===== src/sv/wds_pkg.sv =====
// Shared types and constants for the windowed duplicate suppressor.
// No dependencies; the files that use it refer to it by scoped names.
package wds_pkg;

   localparam int TABLE_ENTRIES_DEFAULT = 16;
   localparam int KEY_W                 = 32;
   localparam int TIME_W                = 32;
   localparam logic [TIME_W-1:0] WINDOW_RESET = 32'd10;

   // one table entry as held in the entry RAM
   typedef struct packed {
      logic              valid;
      logic [KEY_W-1:0]  key;
      logic [TIME_W-1:0] stamp;
   } entry_type;

   typedef enum logic [2:0] {
      ST_CLEAR,
      ST_IDLE,
      ST_SCAN,
      ST_DRAIN,
      ST_COMMIT
   } state_type;

   typedef struct packed {
      logic clear_wr;   // clearing pass: zero the entry at the counter
      logic load_item;  // capture the request and restart the scan
      logic scan_rd;    // read the entry at the counter
      logic commit;     // record the key if allowed and load the response
   } cmd_type;

   typedef struct packed {
      logic cnt_last;   // counter sits on the last table index
      logic rsp_free;   // response register can take a new result
   } status_type;

endpackage


===== src/sv/wds_ram.sv =====
// Generic single-write, single-read RAM with registered read data.
// No dependencies.
module wds_ram #(
   parameter int WIDTH = 8,
   parameter int DEPTH = 16
) (
   input  logic                                   clock,
   input  logic                                   wr_en,
   input  logic [((DEPTH > 1) ? $clog2(DEPTH) : 1)-1:0] wr_addr,
   input  logic [WIDTH-1:0]                       wr_data,
   input  logic                                   rd_en,
   input  logic [((DEPTH > 1) ? $clog2(DEPTH) : 1)-1:0] rd_addr,
   output logic [WIDTH-1:0]                       rd_data
);

   logic [WIDTH-1:0] mem_ff [DEPTH];
   logic [WIDTH-1:0] rd_data_ff;

   always_ff @(posedge clock) begin
      if (wr_en) begin
         mem_ff[wr_addr] <= wr_data;
      end
      if (rd_en) begin
         rd_data_ff <= mem_ff[rd_addr];
      end
   end

   assign rd_data = rd_data_ff;

endmodule


===== src/sv/wds_datapath.sv =====
// Datapath: window register, scan counter, entry RAM, match/expiry logic
// and the response register. Depends on wds_pkg and wds_ram.
module wds_datapath #(
   parameter int TABLE_ENTRIES = wds_pkg::TABLE_ENTRIES_DEFAULT
) (
   input  logic                       clock,
   input  logic                       reset,
   input  wds_pkg::cmd_type           cmd,
   output wds_pkg::status_type        status,
   input  logic                       csr_write_enable,
   input  logic [wds_pkg::TIME_W-1:0] csr_write_data,
   input  logic [wds_pkg::KEY_W-1:0]  req_message_key,
   input  logic [wds_pkg::TIME_W-1:0] req_arrival_time,
   input  logic                       rsp_ready,
   output logic                       rsp_valid,
   output logic [wds_pkg::KEY_W-1:0]  rsp_echoed_key,
   output logic                       rsp_pass_flag,
   output logic                       rsp_table_overflow
);

   localparam int IDX_W = (TABLE_ENTRIES > 1) ? $clog2(TABLE_ENTRIES) : 1;
   localparam logic [IDX_W-1:0] LAST_IDX = IDX_W'(TABLE_ENTRIES - 1);
   localparam int ENTRY_W = $bits(wds_pkg::entry_type);

   logic [wds_pkg::TIME_W-1:0] window_ff, window_in;
   logic [IDX_W-1:0]           cnt_ff, cnt_in;
   logic [wds_pkg::KEY_W-1:0]  key_ff, key_in;
   logic [wds_pkg::TIME_W-1:0] now_ff, now_in;
   logic                       rd_pend_ff, rd_pend_in;
   logic [IDX_W-1:0]           rd_idx_ff, rd_idx_in;
   logic                       hit_ff, hit_in;
   logic                       free_found_ff, free_found_in;
   logic [IDX_W-1:0]           free_idx_ff, free_idx_in;
   logic                       rsp_valid_ff, rsp_valid_in;
   logic [wds_pkg::KEY_W-1:0]  rsp_key_ff, rsp_key_in;
   logic                       rsp_pass_ff, rsp_pass_in;
   logic                       rsp_ovf_ff, rsp_ovf_in;

   logic                       wr_en;
   logic [IDX_W-1:0]           wr_addr;
   wds_pkg::entry_type         wr_entry;
   logic [ENTRY_W-1:0]         rd_data;
   wds_pkg::entry_type         rd_entry;
   logic [wds_pkg::TIME_W:0]   limit;
   logic                       expired;
   logic                       live;

   wds_ram #(
      .WIDTH (ENTRY_W),
      .DEPTH (TABLE_ENTRIES)
   ) u_entry_ram (
      .clock   (clock),
      .wr_en   (wr_en),
      .wr_addr (wr_addr),
      .wr_data (ENTRY_W'(wr_entry)),
      .rd_en   (cmd.scan_rd),
      .rd_addr (cnt_ff),
      .rd_data (rd_data)
   );

   assign rd_entry = wds_pkg::entry_type'(rd_data);

   // 33-bit expiry sum, no wrap
   always_comb begin
      limit   = {1'b0, rd_entry.stamp} + {1'b0, window_ff};
      expired = rd_entry.valid && (limit < {1'b0, now_ff});
      live    = rd_entry.valid && !expired;
   end

   // write port: clearing pass, expiry write-back, final record
   always_comb begin
      wr_en    = 1'b0;
      wr_addr  = cnt_ff;
      wr_entry = '0;
      if (cmd.clear_wr) begin
         wr_en = 1'b1;
      end else if (rd_pend_ff && expired) begin
         wr_en   = 1'b1;
         wr_addr = rd_idx_ff;
      end else if (cmd.commit && !hit_ff && free_found_ff) begin
         wr_en          = 1'b1;
         wr_addr        = free_idx_ff;
         wr_entry.valid = 1'b1;
         wr_entry.key   = key_ff;
         wr_entry.stamp = now_ff;
      end
   end

   always_comb begin
      window_in     = window_ff;
      cnt_in        = cnt_ff;
      key_in        = key_ff;
      now_in        = now_ff;
      rd_pend_in    = cmd.scan_rd;
      rd_idx_in     = cnt_ff;
      hit_in        = hit_ff;
      free_found_in = free_found_ff;
      free_idx_in   = free_idx_ff;
      rsp_valid_in  = rsp_valid_ff;
      rsp_key_in    = rsp_key_ff;
      rsp_pass_in   = rsp_pass_ff;
      rsp_ovf_in    = rsp_ovf_ff;

      if (csr_write_enable) begin
         window_in = csr_write_data;
      end

      if (cmd.load_item) begin
         cnt_in        = '0;
         key_in        = req_message_key;
         now_in        = req_arrival_time;
         hit_in        = 1'b0;
         free_found_in = 1'b0;
      end else if (cmd.clear_wr || cmd.scan_rd) begin
         cnt_in = (cnt_ff == LAST_IDX) ? '0 : cnt_ff + 1'b1;
      end

      if (rd_pend_ff) begin
         if (live && (rd_entry.key == key_ff)) begin
            hit_in = 1'b1;
         end
         if (!live && !free_found_ff) begin
            free_found_in = 1'b1;
            free_idx_in   = rd_idx_ff;
         end
      end

      if (cmd.commit) begin
         rsp_valid_in = 1'b1;
         rsp_key_in   = key_ff;
         rsp_pass_in  = !hit_ff;
         rsp_ovf_in   = !hit_ff && !free_found_ff;
      end else if (rsp_ready) begin
         rsp_valid_in = 1'b0;
      end
   end

   always_ff @(posedge clock) begin
      if (reset) begin
         window_ff     <= wds_pkg::WINDOW_RESET;
         cnt_ff        <= '0;
         rd_pend_ff    <= 1'b0;
         hit_ff        <= 1'b0;
         free_found_ff <= 1'b0;
         rsp_valid_ff  <= 1'b0;
      end else begin
         window_ff     <= window_in;
         cnt_ff        <= cnt_in;
         rd_pend_ff    <= rd_pend_in;
         hit_ff        <= hit_in;
         free_found_ff <= free_found_in;
         rsp_valid_ff  <= rsp_valid_in;
      end
      key_ff      <= key_in;
      now_ff      <= now_in;
      rd_idx_ff   <= rd_idx_in;
      free_idx_ff <= free_idx_in;
      rsp_key_ff  <= rsp_key_in;
      rsp_pass_ff <= rsp_pass_in;
      rsp_ovf_ff  <= rsp_ovf_in;
   end

   assign status.cnt_last    = (cnt_ff == LAST_IDX);
   assign status.rsp_free    = !rsp_valid_ff || rsp_ready;
   assign rsp_valid          = rsp_valid_ff;
   assign rsp_echoed_key     = rsp_key_ff;
   assign rsp_pass_flag      = rsp_pass_ff;
   assign rsp_table_overflow = rsp_ovf_ff;

endmodule


===== src/sv/wds_ctrl.sv =====
// Controller: sequences the clearing pass, request capture, table scan
// and commit. Depends on wds_pkg.
module wds_ctrl (
   input  logic                clock,
   input  logic                reset,
   input  logic                req_valid,
   output logic                req_ready,
   input  wds_pkg::status_type status,
   output wds_pkg::cmd_type    cmd
);

   wds_pkg::state_type state_ff, state_in;

   always_comb begin
      state_in = state_ff;
      case (state_ff)
         wds_pkg::ST_CLEAR: begin
            if (status.cnt_last) state_in = wds_pkg::ST_IDLE;
         end
         wds_pkg::ST_IDLE: begin
            if (req_valid) state_in = wds_pkg::ST_SCAN;
         end
         wds_pkg::ST_SCAN: begin
            if (status.cnt_last) state_in = wds_pkg::ST_DRAIN;
         end
         wds_pkg::ST_DRAIN: begin
            state_in = wds_pkg::ST_COMMIT;
         end
         wds_pkg::ST_COMMIT: begin
            if (status.rsp_free) state_in = wds_pkg::ST_IDLE;
         end
         default: begin
            state_in = wds_pkg::ST_CLEAR;
         end
      endcase
   end

   always_comb begin
      cmd       = '0;
      req_ready = 1'b0;
      case (state_ff)
         wds_pkg::ST_CLEAR: begin
            cmd.clear_wr = 1'b1;
         end
         wds_pkg::ST_IDLE: begin
            req_ready     = 1'b1;
            cmd.load_item = req_valid;
         end
         wds_pkg::ST_SCAN: begin
            cmd.scan_rd = 1'b1;
         end
         wds_pkg::ST_DRAIN: begin
            // last read returns; its result settles this cycle
         end
         wds_pkg::ST_COMMIT: begin
            cmd.commit = status.rsp_free;
         end
         default: begin
            cmd = '0;
         end
      endcase
   end

   always_ff @(posedge clock) begin
      if (reset) begin
         state_ff <= wds_pkg::ST_CLEAR;
      end else begin
         state_ff <= state_in;
      end
   end

endmodule


===== src/sv/windowed_duplicate_suppressor.sv =====
// Windowed duplicate suppressor: top level joining controller and datapath.
// Each request is scanned against every entry of the entry RAM through its
// single read port, then committed to the response register once it is free;
// no new request is taken until that commit, so one item is handled at a time.
// Reset: window returns to 10, then a clearing pass zeroes the entry RAM;
// no request is taken until it completes.
module windowed_duplicate_suppressor #(
   parameter int TABLE_ENTRIES = wds_pkg::TABLE_ENTRIES_DEFAULT
) (
   input  logic                       clock,
   input  logic                       reset,
   input  logic                       csr_write_enable,
   input  logic [wds_pkg::TIME_W-1:0] csr_write_data,
   input  logic                       req_valid,
   output logic                       req_ready,
   input  logic [wds_pkg::KEY_W-1:0]  req_message_key,
   input  logic [wds_pkg::TIME_W-1:0] req_arrival_time,
   output logic                       rsp_valid,
   input  logic                       rsp_ready,
   output logic [wds_pkg::KEY_W-1:0]  rsp_echoed_key,
   output logic                       rsp_pass_flag,
   output logic                       rsp_table_overflow
);

   wds_pkg::cmd_type    cmd;
   wds_pkg::status_type status;

   wds_ctrl u_ctrl (
      .clock     (clock),
      .reset     (reset),
      .req_valid (req_valid),
      .req_ready (req_ready),
      .status    (status),
      .cmd       (cmd)
   );

   wds_datapath #(
      .TABLE_ENTRIES (TABLE_ENTRIES)
   ) u_datapath (
      .clock              (clock),
      .reset              (reset),
      .cmd                (cmd),
      .status             (status),
      .csr_write_enable   (csr_write_enable),
      .csr_write_data     (csr_write_data),
      .req_message_key    (req_message_key),
      .req_arrival_time   (req_arrival_time),
      .rsp_ready          (rsp_ready),
      .rsp_valid          (rsp_valid),
      .rsp_echoed_key     (rsp_echoed_key),
      .rsp_pass_flag      (rsp_pass_flag),
      .rsp_table_overflow (rsp_table_overflow)
   );

   // one item in flight: no second transfer straight after the first
   a_one_in_flight: assert property (@(posedge clock) disable iff (reset)
      (req_valid && req_ready) |=> !req_ready)
      else $error("request taken while an item is in flight");

   // a new response only ever follows a commit
   a_rsp_from_commit: assert property (@(posedge clock) disable iff (reset)
      $rose(rsp_valid) |-> $past(cmd.commit))
      else $error("response raised without a commit");

   // overflow is only reported for a passed message
   a_ovf_implies_pass: assert property (@(posedge clock) disable iff (reset)
      rsp_valid |-> (rsp_pass_flag || !rsp_table_overflow))
      else $error("overflow flagged on a suppressed message");

   // commit never coincides with scan or clearing writes
   a_commit_alone: assert property (@(posedge clock) disable iff (reset)
      cmd.commit |-> (!cmd.scan_rd && !cmd.clear_wr && !$past(cmd.scan_rd)))
      else $error("commit overlaps the scan");

endmodule


===== config.mk =====
export PLATFORM = sky130hd
export DESIGN_NAME = windowed_duplicate_suppressor
export DESIGN_NICKNAME = d
export VERILOG_FILES = /design/src/sv/wds_pkg.sv /design/src/sv/wds_ram.sv /design/src/sv/wds_datapath.sv /design/src/sv/wds_ctrl.sv /design/src/sv/windowed_duplicate_suppressor.sv
export SDC_FILE = /design/constraint.sdc
export NUM_CORES = 1
export LEC_CHECK = 0
export ABC_AREA = 0
export BUFFER_PORTS_ARGS = -buffer_cell sky130_fd_sc_hd__buf_4
export CAP_MARGIN = 25
export CORE_UTILIZATION = 40
export DETAILED_ROUTE_END_ITERATION = 8
export PLACE_DENSITY = 0.66
export SYNTH_ARGS = -nofsm -noshare
export SYNTH_HDL_FRONTEND = slang
export SYNTH_SLANG_ARGS = --single-unit

===== constraint.sdc =====
create_clock -name clock -period 20.4 [get_ports clock]
set_input_delay 2.04 -clock clock [delete_from_list [all_inputs] [get_ports clock]]
set_output_delay 2.04 -clock clock [all_outputs]
set_load 0.01 [all_outputs]

==> results of run 1 <==
## final timing paths
kind | from | end | slack (ns) | depth (start not counted)
max | u_datapath.window_ff[0] | u_datapath.u_entry_ram.mem_ff[12][50] | 12.61 | 24
min | u_datapath.rd_idx_ff[2] | u_datapath.free_idx_ff[2] | 0.44 | 0
max reg2reg | u_datapath.window_ff[0] | u_datapath.u_entry_ram.mem_ff[12][50] | 12.61 | 24
min reg2reg | u_datapath.rd_idx_ff[2] | u_datapath.free_idx_ff[2] | 0.44 | 0
## state kept, by name (all words and copies together) (netlist names), 3 cells and up
name                            count
u_datapath.u_entry_ram.rd_data     65
u_datapath.rsp_echoed_key          32
u_datapath.free_idx_ff              4
u_datapath.key_ff                  32
u_datapath.rd_idx_ff                4
u_ctrl.state_ff                     3
u_datapath.cnt_ff                   4
u_datapath.u_entry_ram.mem_ff    1040
u_datapath.window_ff               32
u_datapath.now_ff                  32
## Yosys cell counts (all sizes together) (20+ instances only)
master  count  share of area
a21o       22         0.0034
a21oi      47         0.0049
and3       41         0.0053
buf        27         0.0027
clkbuf     80         0.0061
dfxtp      47          0.019
edfxtp   1207           0.74
ha         64          0.016
inv        44         0.0034
mux2i      32         0.0065
mux4      325           0.15
nand2      39         0.0030
nor2       59         0.0045
nor3       38         0.0042
nor4       20         0.0033
o21ai      24         0.0024
xnor2      51         0.0091
## logic make-up (layout without fill, tap and decap cells)
logic type               Yosys count  count (layout)  share of synthesized area
flip-flops                      1254            1254                      0.758
adder cells (fa/ha/maj)           65              65                     0.0167
other                              0               1                          0
XOR/XNOR                          60              60                     0.0107
buffers and inverters            151             496                     0.0121
AO/OA/AOI/OAI                    137             137                     0.0186
AND/OR/NAND/NOR                  257             257                     0.0286
multiplexers                     357             357                      0.156
## layout make-up
cell class                 instances  area share
clock buffer                     165      0.0618
timing repair buffer             217      0.0295
tap                             1625      0.0359
clock inverter                    70      0.0106
inverter                          44     0.00292
antenna                            1   0.0000442
sequential                      1254       0.657
multi-input combinational        876       0.202
## power by group through the flow
stage	combinational, µW	sequential, µW	clock, µW
after floorplan	241	2950	0
after global placement	346	2960	0
after detailed placement	358	2960	0
after CTS	360	2910	2320
after global routing	378	2910	2420
final	353	2900	2270
## metal layers
metal | vias to the layer above | share of wire
met5 | - | 0
met4 | 0 | 0.026
met3 | 196 | 0.070
met2 | 911 | 0.50
met1 | 12500 | 0.41
li1 | 10000 | -
## metrics by stage
step           total power (µW)  utilization  area, µm²
6_report                   5530        0.465      56600
5_1_grt                    5700        0.465      56600
4_1_cts                    5590        0.465      56600
3_5_place_dp               3320        0.431      52500
3_3_place_gp               3300        0.430      52400
2_1_floorplan              3190            -      49100
## layout by cell type, fill, tap and decap left out, drive strengths merged, types with 32 or more instances in the layout
cell / synthesis / layout
clkinv: 0 / 52
nor3: 38 / 38
nand2: 39 / 39
ha: 64 / 64
mux4: 325 / 325
clkbuf: 80 / 165
edfxtp: 1207 / 1207
mux2i: 32 / 32
dfxtp: 47 / 47
xnor2: 51 / 51
inv: 44 / 50
and3: 41 / 41
a21oi: 47 / 47
buf: 27 / 217
nor2: 59 / 59
==> out/metrics.cfg, run 1 <==
[die]
rows=128
dieWidth_um=352
die_y_um=352
initial_utilization=0.403
die-area_um2=124000
core_area_um2=122000
boundaryPins=137

[timing]
tns_ns=0
timing.final.crit_share=0.382
fin_ws_ns=12.61
finalHoldWorstSlack_ns=0.439
slew_headroom=0.327
slew_viol_final=0
worst_pin_slew_ns=1.01
fin_crit_ns=7.79
rsz0062_at_grt=false
finalClockSkew_ns=0.0282
finalHoldViolations=0
setup_viol=0
max_freq_mhz=128

[synthesis]
syn-num-nets=2447
netlist_area_um2=49100
ys_seq_elements=1254
synth_edf_count=1207
ys_seq_area_frac=0.758
synth_ff_type=edfxtp_1
synth.distinct_cells=61
yosys_warnings=0
syn_avg_cell_area_um2=21.5
synthArstFlopShare=0
syn_inst=2281

[global_route]
grt_util_met3=0.0375
grt_antenna_before_repair=1
top_usage_layer=met2
track_usage=0.180
grt_start_max_net_pins=114
grt_pass1_vias=25000
grt_use_met1=0.236
grt_use_met2=0.299
grt_overflow=0
grt_pass1_wl_um=164000

[critical_path]
path_cells=ha_1 -> inv_1 -> fa_1 -> nand2b_1 -> a21oi_1 -> o2111ai_1 -> a21oi_1 -> a2111oi_4 -> o21ai_0 -> a31oi_1 -> o311ai_0 -> ha_1 -> a21o_1 -> a211o_1 -> a41oi_1 -> o31ai_1 -> nor2_1 -> nand2_1 -> or2_1 -> buf_4 -> o211a_1 -> nor4_2 -> buf_4 -> buf_4
arrival_ns=8.16
startpoint_type=flip-flop
critPathKind=flip-flop to flip-flop
path_delay_family=compound AO/OA/AOI/OAI gates
path_common_cell=buf_4
worstSetupEndpointType=flip-flop
crit_required_ns=20.77
critPathSlowestCell=or2_1
cp_num_buf_inv=4
cpPeakStageDelay_ns=0.57
cp_max_fo=33

[final_layout]
area.sequential_um2=37200
multi_input_area_um2=11400
final_cells=4252
drive_above_1_share=0.292
synthToLayoutAreaGrowth_pct=15.3
fin_nets=2690
fillers=9927

[power]
switching_share=0.216
combinationalPowerShare=0.064
power_frac_clock=0.411
switching_power_uw=1190
leakagePower_uw=0.0198
peakVddDrop_mv=0.0699
p_int_uw=4340
power_density_nw_per_um2=97.7
seqPwrFrac=0.525

[clock_network]
cts.sinks=1254
root_buffer=clkbuf_16
ctsResizeCount=0
cts.path.max_buffers=3
cts_buffers=131
cts_htree_levels=4
cts_tree=done
cts_setup_buffers=0
clkTransAtPathRegs_ns=0.06
clk_latency_ns=0.73
cts-hold-fix-buffers=0

[route]
detail_route.first_pass.iterations=5
final_antenna_net_count=0
drt_iter0_markers=2477
routed_wl_um=112000
vias=23600
drc=0
drt-wirelength-per-cell_um=26.3
drt-vias-per-instance=5.54

[placed_design]
placed_cells_incl_taps=4015
dp_slack_ns=12.63
gp_congestion=0.830
place_hpwl_um=65200
port_buffers=136

[flow_run]
max_cap_violations=0

[status]
status=completed

[hold_path]
hold_path.class=flip-flop to flip-flop

Power figures use the tool's default switching activity.
==> inputs of run 2 (changes only) <==
Settings changed: PLACE_DENSITY 0.66 to 0.68.
Clock period 20.4 ns to 6.91 ns, I/O delays scaled along.
==> run 2 against run 1 <==
  * Sequential cell count did not move
  * Clock power rose to 3.1 times the previous value
  * Via count rose by 0.90%
  * Sequential power rose to 3.0 times the previous value
  * Die area did not move
  * Sequential share of layout area fell by 0.90 points
==> out/metrics.cfg, run 2 (same netlist as run 1, synthesis figures left out) <==
[timing]
tns_ns=0
finalHoldViolations=0
fin_crit_ns=6.63
finalHoldWorstSlack_ns=0.122
slew_headroom=0.226
rsz0062_at_grt=false
max_freq_mhz=151
worst_pin_slew_ns=1.16
setup_viol=0
slew_viol_final=0
timing.final.crit_share=0.959
finalClockSkew_ns=0.0264

[clock_network]
root_buffer=clkbuf_16
cts.sinks=1254
ctsResizeCount=0
clk_latency_ns=0.74
cts_htree_levels=4
cts_tree=done
cts_setup_buffers=0
cts_buffers=131
cts-hold-fix-buffers=0
clkTransAtPathRegs_ns=0.06
cts.path.max_buffers=3

[final_layout]
drive_above_1_share=0.300
mostFrequentLayoutCells=1207 x edfxtp_1, 325 x mux4_2, 187 x buf_4
fin_util=0.472
mostFrequentLayoutCell=edfxtp_1
top_register=u_datapath.u_entry_ram.mem_ff
fin_nets=2692
synthToLayoutAreaGrowth_pct=16.9
largest_register_ffs=1040

[global_route]
grt_overflow=0
track_usage=0.181
grt_antenna_before_repair=1
grt_pass1_vias=24700
grt_start_max_net_pins=169
grt_pass1_wl_um=166000

[die]
boundaryPins=137
die-area_um2=124000
die_y_um=352
initial_utilization=0.403
rows=128
core_area_um2=122000
dieWidth_um=352

[power]
power_uw=16600
p_int_uw=13000
power_frac_clock=0.419
seqPwrFrac=0.516
combinationalPowerShare=0.065
peakVddDrop_mv=0.255
switching_power_uw=3620
leakagePower_uw=0.0199
power_density_nw_per_um2=289
switching_share=0.218

[route]
detail_route.first_pass.iterations=8
routed_wl_um=112000
top_layer=met4
drt_iter0_markers=2577
final_antenna_net_count=0
vias=23800
drt-wirelength-per-cell_um=26.4
wl_met2_um=54700
drt-vias-per-instance=5.58
drc=0
routedLengthMet1_um=46300
met3_length_um=8070

[status]
status=completed

[placed_design]
port_buffers=136
gp_congestion=0.818
place_hpwl_um=66800

[critical_path]
cp_max_fo=29
startpoint_type=flip-flop
worstSetupEndpointType=flip-flop
arrival_ns=7.00
critPathKind=flip-flop to flip-flop
crit_required_ns=7.28

[hold_path]
hold_path.class=input pin to flip-flop

[flow_run]
max_cap_violations=0

[run 2: power groups by stage]
stage               combinational [µW]  clock [µW]  sequential (µW)
finish                            1080        6950             8570
CTS                               1090        7090             8580
global route                      1160        7380             8590
global placement                  1060           0             8730
floorplan                          742           0             8700
detailed placement                1080           0             8740
[run 2: final timing paths]
path	start	endpoint	depth (start not counted)	slack, ns
min	req_message_key[3]	u_datapath.key_ff[3]	1	0.12
min reg2reg	u_datapath.rd_idx_ff[0]	u_datapath.free_idx_ff[0]	0	0.44
max reg2reg	u_datapath.u_entry_ram.rd_data[0]	u_datapath.u_entry_ram.mem_ff[14][5]	23	0.28
max	u_datapath.u_entry_ram.rd_data[0]	u_datapath.u_entry_ram.mem_ff[14][5]	23	0.28
[run 2: layout make-up]
cell class,count,area (µm²)
clock inverter,77,832
timing repair buffer,219,2070
clock buffer,161,3430
tap,1625,2030
antenna,3,7.51
inverter,44,165
fill,9866,64300
multi-input combinational,876,11700
sequential,1254,37200
[run 2: worst max-delay path: stages (launching register included)]
cell,delay (ns)
edfxtp_1,0.34
ha_1,0.20
inv_1,0.07
fa_1,0.41
nand2b_1,0.19
a21oi_1,0.25
o2111ai_1,0.27
a21oi_2,0.36
a2111oi_4,0.10
o21ai_1,0.20
a31oi_1,0.18
o311ai_0,0.39
ha_1,0.34
a21o_1,0.17
a211o_1,0.26
a41oi_2,0.17
o31ai_1,0.12
nor2_1,0.14
nand2_2,0.25
or2_1,0.34
buf_4,0.20
o211a_1,0.49
nor4_4,0.33
buf_4,0.48
[run 2: per-stage QoR]
stage | setup slack, ns | instances | instance area (µm²)
finish | 0.280 | 4259 | 57400
global route | 0.0105 | 4256 | 57400
CTS | 0.326 | 4253 | 57300
detailed placement | 0.369 | 4015 | 53100
global placement | 0.486 | 4014 | 53000
floorplan | -0.0702 | 2281 | 49400
[run 2: metal layers]
| layer | vias up | track usage |
|---|---|---|
| met3 | 163 | 0.0380 |
| met2 | 940 | 0.293 |
| met4 | 0 | 0.0623 |
| li1 | 10000 | - |
| met5 | - | 0 |
| met1 | 12600 | 0.245 |
